==> src/cbp_pkg.sv <==
// Shared types and constants for the correlating branch predictor.
// No dependencies; the other files that use it refer to it by scoped names.
package cbp_pkg;

   localparam int ADDR_W  = 64;
   localparam int COUNT_W = 32;
   localparam int HIST_W  = 16;
   localparam int CSR_IDX_W  = 2;
   localparam int CSR_DATA_W = 4;

   localparam logic [CSR_IDX_W-1:0] CSR_HISTORY_BITS = 2'd0;
   localparam logic [CSR_IDX_W-1:0] CSR_COUNTER_BITS = 2'd1;
   localparam logic [CSR_IDX_W-1:0] CSR_PC_BITS      = 2'd2;

   localparam logic [CSR_DATA_W-1:0] RESET_HISTORY_BITS = 4'd0;
   localparam logic [CSR_DATA_W-1:0] RESET_COUNTER_BITS = 4'd1;
   localparam logic [CSR_DATA_W-1:0] RESET_PC_BITS      = 4'd0;

   typedef struct packed {
      logic step;
      logic taken;
      logic right;
   } stat_step_type;

endpackage

==> src/cbp_stats.sv <==
// Saturating running counts of branches, taken branches and correct predictions.
// Depends on cbp_pkg for the step struct and count width.
module cbp_stats (
   input  logic                        clock,
   input  logic                        reset,
   input  cbp_pkg::stat_step_type      step,
   output logic [cbp_pkg::COUNT_W-1:0] branches,
   output logic [cbp_pkg::COUNT_W-1:0] takens,
   output logic [cbp_pkg::COUNT_W-1:0] corrects
);

   localparam logic [cbp_pkg::COUNT_W-1:0] COUNT_MAX = '1;

   logic [cbp_pkg::COUNT_W-1:0] branch_ff, branch_in;
   logic [cbp_pkg::COUNT_W-1:0] taken_ff, taken_in;
   logic [cbp_pkg::COUNT_W-1:0] correct_ff, correct_in;

   always_comb begin
      branch_in  = branch_ff;
      taken_in   = taken_ff;
      correct_in = correct_ff;
      if (step.step) begin
         if (branch_ff != COUNT_MAX) begin
            branch_in = branch_ff + 1'b1;
         end
         if (step.taken && taken_ff != COUNT_MAX) begin
            taken_in = taken_ff + 1'b1;
         end
         if (step.right && correct_ff != COUNT_MAX) begin
            correct_in = correct_ff + 1'b1;
         end
      end
   end

   always_ff @(posedge clock) begin
      if (reset) begin
         branch_ff  <= '0;
         taken_ff   <= '0;
         correct_ff <= '0;
      end else begin
         branch_ff  <= branch_in;
         taken_ff   <= taken_in;
         correct_ff <= correct_in;
      end
   end

   assign branches = branch_ff;
   assign takens   = taken_ff;
   assign corrects = correct_ff;

endmodule

==> config.mk <==
export PLATFORM = sky130hd
export DESIGN_NAME = cbp_stats
export DESIGN_NICKNAME = d
export VERILOG_FILES = /design/src/cbp_pkg.sv /design/src/cbp_stats.sv
export SDC_FILE = /design/constraint.sdc
export NUM_CORES = 1
export LEC_CHECK = 0
export BUFFER_PORTS_ARGS = -buffer_cell sky130_fd_sc_hd__buf_2
export CORE_ASPECT_RATIO = 0.5
export CORE_MARGIN = 2
export CORE_UTILIZATION = 50
export CTS_CLUSTER_DIAMETER = 60
export DETAILED_ROUTE_END_ITERATION = 6
export PLACE_DENSITY = 0.84
export SLEW_MARGIN = 5
export SYNTH_ARGS = -nofsm -noshare
export SYNTH_HDL_FRONTEND = slang
export SYNTH_SLANG_ARGS = --single-unit
==> constraint.sdc <==
create_clock -name clock -period 4.5 [get_ports clock]
set_input_delay 0.45 -clock clock [delete_from_list [all_inputs] [get_ports clock]]
set_output_delay 0.45 -clock clock [all_outputs]
set_load 0.02 [all_outputs]
; Yosys cells after proc, flatten, opt, wreduce, memory -nomap -nowiden
; Cells that the tools add are included.
[totals]
mem_count = 0
input_bits = 5
latchBits = 0
romBits = 0
ramBits = 0
register_bits = 96
wordCells = 14
output_inout_bits = 96
[classes]
magnitude_cmp = 0
n_eq_ne = 3
n_addsub = 3
muxes = 0
mul = 0
reduce_logical = 5
n_bitwise = 0
n_shift = 0
n_div = 0
[ops]
columns = op, n
row1 = "32-bit by 1-bit adder with 32-bit output, second input constant", 3
row2 = "32-bit inequality test, second input constant", 3
row3 = 2-bit AND reduction, 3
row4 = 1-bit logical AND, 2

; Depth between registers and ports, before layout
[logic_depth]
depth_word = 3
ltp_mapped = 8
mapped_depth_nobuf = 6

; Least setup slack after synthesis
; No wires, ideal clock.
[synth_path]
path_kind = register to register
start = register branch_ff, in the netlist branches[0]
end = register branch_ff, in the netlist branches[30]
t_required_ns = 4.379
setup_ns = 0.121
path_stages_with_launch = 8
period_less_slack_ns = 2.319
t_arrival_ns = 2.198
path_slack_ns = 2.181
path_buffers = 1
cell_sequence = dfxtp_1 -> ha_1 -> nand4_1 -> or4_1 -> buf_2 -> o21a_1 -> nand4_1 -> mux2_2
[synth_via]
elab_chain_len = 2
word_cells_on_any_way = 3
classes_between = 1 x add/sub / 1 x eq/ne / 1 x reduce/logical
[synth_rtl]
columns = element, line_no
row1 = from (decl), cbp_stats.sv:14  ; logic [cbp_pkg::COUNT_W-1:0] branch_ff, branch_in;
row2 = from (signal assigned), cbp_stats.sv:41  ; branch_ff <= branch_in;
row3 = "parallel branches: the longest is 2 deep, another holds 32-bit by 1-bit adder with 32-bit output", n/a
; Several ways; the timed one is not identified.
; A chain may end at the register's enable or synchronous reset.

; Final worst setup path
[layout_path]
start = register correct_ff, in the netlist corrects[14]
end = register correct_ff, in the netlist corrects[2]
[layout_via]
elab_chain_len = 3
[layout_rtl]
columns = element, line_no
row1 = from (decl), cbp_stats.sv:16  ; logic [cbp_pkg::COUNT_W-1:0] correct_ff, correct_in;
row2 = from (signal assigned), cbp_stats.sv:43  ; correct_ff <= correct_in;
row3 = 32-bit inequality test, cbp_stats.sv:29  ; if (step.right && correct_ff != COUNT_MAX) begin
row4 = 1-bit logical AND, cbp_stats.sv:29
row5 = 2-bit AND reduction (no source line), n/a
; Every way passes these cells.

==> flow_metrics.env <==
export IMPL_status="complete, no violations"
export IMPL_diodes=0
export IMPL_met2_usage_pct=35.5
export IMPL_synthXorXnorAreaFrac_pct=6.54
export IMPL_pwr_share_clk_pct=46.7
export IMPL_ir_worst_vdd_mv=0.207
export IMPL_clock_sinks=96
export IMPL_drt_iter0_markers=314
export IMPL_core_mm2=0.00954
export IMPL_n_fill_cell=862
export IMPL_syn_area_mm2=0.00496
export IMPL_path_clk_slew_ns=0.07
export IMPL_holdCritPathClass="register to register"
export IMPL_die_width_um=145
export IMPL_power_static_leakage_nw=2.07
export IMPL_fin_cells=814
export IMPL_grt_overflow_total=0
export IMPL_maxSlewHeadroom_pct=25.1
export IMPL_numPortBuffers=100
export IMPL_slew_violations=0
export IMPL_initial_core_util_pct=52.0
export IMPL_gr_max_usage_layer="met2"
export IMPL_grt_first_pass_wirelength_um=19000
export IMPL_io_pins=101
export IMPL_maxCapViolations=0
export IMPL_sw_frac_of_total_pct=21.6
export IMPL_seq_area_frac_synth_pct=38.8
export IMPL_power_switching_uw=368
export IMPL_seqPwrFrac_pct=50.5
export IMPL_synth_nets=602
export IMPL_final_cell_mix="buf_2 (99), dfxtp_1 (96), nor2_1 (63)"
export IMPL_fin_tns_setup_ns=0
export IMPL_yosysUniqueCellTypes=53
export IMPL_avgSynthCellArea_um2=8.35
export IMPL_p_per_area_mw_per_mm2=292
export IMPL_yosysWarningCount=0
export IMPL_syn2layout_area_growth_pct=17.3
export IMPL_pwr_share_comb_pct=2.8
export IMPL_synth_cells=594
export IMPL_clk_latency_ns=0.34
export IMPL_synth_edf_count=0
export IMPL_place_worst_setup_slack_ns=1.82
export IMPL_muxShareOfSynthArea_pct=2.15
export IMPL_vias=4748
export IMPL_cp_max_fo=11
export IMPL_wirelength_um=11700
export IMPL_synthArstFlopShare_pct=0
export IMPL_fin_skew_ns=0.00773
export IMPL_worstSetupStartpointType="register"
export IMPL_rsz0062_at_grt="no"
export IMPL_critPathKind="register to register"
export IMPL_tightestPinTransition_ns=1.11
export IMPL_synthAdderAreaFrac_pct=0.757
export IMPL_dpl_cell_count=798
export IMPL_synth_top_family_by_area="simple AND/OR/NAND/NOR gates"
export IMPL_cts_tree="built"
export IMPL_postCtsSetupBuffers=0
export IMPL_drc=0
export IMPL_cts_resized=0
export IMPL_grt_util_all_layers_pct=22.0
export IMPL_hold_buffers=0
export IMPL_layout_commonest_cell="buf_2"
export IMPL_cts_max_level=3
export IMPL_ant_nets=0
export IMPL_use_met1_pct=29.6
export IMPL_dp_hpwl_um=8090
export IMPL_wire_per_inst_um=14.4
export IMPL_fin_crit_ns=2.79
export IMPL_root_buffer="clkbuf_16"
export IMPL_fp_row_count=25
export IMPL_ys_ff_latch=96
export IMPL_drt_first_pass_iters=4
export IMPL_grt_pass1_vias=4053
export IMPL_globalplace_congestion=0.818
export IMPL_setup_slack_ns=1.71
export IMPL_whs_ns=0.506
export IMPL_die_h_um=74.4
export IMPL_required_ns=4.75
export IMPL_cp_end_kind="register"
export IMPL_crit_arrival_ns=3.04
export IMPL_antenna_found_initial=0
export IMPL_fin_crit_sh_pct=61.9
export IMPL_synth_compound_area_share_pct=18.3
export IMPL_drive_gt1_share_pct=22.2
export IMPL_grtUsageMet3_pct=4.57
export IMPL_synthSimpleGateAreaFrac_pct=29.8
export IMPL_max_freq_mhz=359
export IMPL_setup_violations=0
export IMPL_hold_violations=0
export IMPL_grt_max_degree=88
export IMPL_p_int_mw=1.33
export IMPL_clockBufferDepth=2
export IMPL_cts_buffers=9
export IMPL_ys_flop_type="dfxtp_1"
export IMPL_fin_nets=682
export IMPL_drt_vias_per_instance=5.83
export IMPL_die_area_mm2=0.0108
## state kept, by name (all words and copies together) (netlist names)
signal	count
branches	32
corrects	32
takens	32
## worst max-delay path, cell delays in order (launching register included)
cell and delay, ns:
dfxtp_1 0.42, nand4_2 0.19, or4_1 0.72, o31ai_1 0.97, o21ai_0 0.22, a21oi_1 0.18
## cell families after synthesis
family	count (synthesis)
flops	96
fa+ha+maj	3
simple gates	267
mux	9
buf+inv	42
compound gates	140
xor+xnor	37
## layer usage
metal	vias to the layer above	share of wire [%]
met3	13	4.5
met4	0	1.3
li1	2356	-
met2	127	45
met1	2252	49
met5	-	0
## area by class of cell
| type | instances | area (µm²) | area share [%] |
|---|---|---|---|
| repair buffers | 102 | 518 | 8.91 |
| multi-input cells | 456 | 2860 | 49.1 |
| inverters | 9 | 33.8 | 0.581 |
| flip-flops and latches | 96 | 1920 | 33.1 |
| clock buffers | 11 | 253 | 4.35 |
| clock inverters | 5 | 61.3 | 1.05 |
| well taps | 135 | 169 | 2.91 |
## power by group through the flow
stage	Sequential [mW]	Combinational (mW)	Clock, mW
5_1_grt	0.859	0.0523	0.846
2_1_floorplan	0.883	0.0284	0
3_5_place_dp	0.878	0.0480	0
4_1_cts	0.859	0.0482	0.813
6_report	0.859	0.0477	0.794
3_3_place_gp	0.878	0.0468	0
## stage by stage
| step | utilization, % | total power [mW] | instance area, µm² |
|---|---|---|---|
| 2_1_floorplan | - | 0.911 | 4960 |
| 3_3_place_gp | 57.6 | 0.925 | 5500 |
| 3_5_place_dp | 57.6 | 0.926 | 5500 |
| 4_1_cts | 60.9 | 1.72 | 5810 |
| 5_1_grt | 60.9 | 1.76 | 5810 |
| 6_report | 60.9 | 1.70 | 5810 |
## cell usage after synthesis, types with 5 or more instances
cell,n,area [µm²]
nor3_1,6,30.0
or3_1,31,194
xnor2_1,32,280
or4_1,10,75.1
o31ai_1,10,75.1
nand2_1,35,131
inv_1,9,33.8
mux2_2,5,56.3
dfxtp_1,96,1920
and4_1,11,96.3
nand4_1,31,194
clkbuf_1,24,90.1
buf_2,5,25.0
a21oi_1,49,245
nand3_1,36,180
nor2b_1,7,43.8
nor2_1,63,236
a31oi_1,6,37.5
and2_1,10,62.6
xor2_1,5,43.8
o21ai_0,37,185
a211oi_1,15,113
## path summary, 6_finish.rpt
kind	from	end	slack, ns	cells past startpoint
setup / recovery	corrects[14]$_SDFFE_PP0P_	corrects[2]$_SDFFE_PP0P_	1.71	5
hold reg to reg	corrects[29]$_SDFFE_PP0P_	corrects[29]$_SDFFE_PP0P_	0.51	2
setup reg to reg	corrects[14]$_SDFFE_PP0P_	corrects[2]$_SDFFE_PP0P_	1.71	5
hold / removal	corrects[29]$_SDFFE_PP0P_	corrects[29]$_SDFFE_PP0P_	0.51	2
No activity file was read; power rests on OpenSTA's default activity.
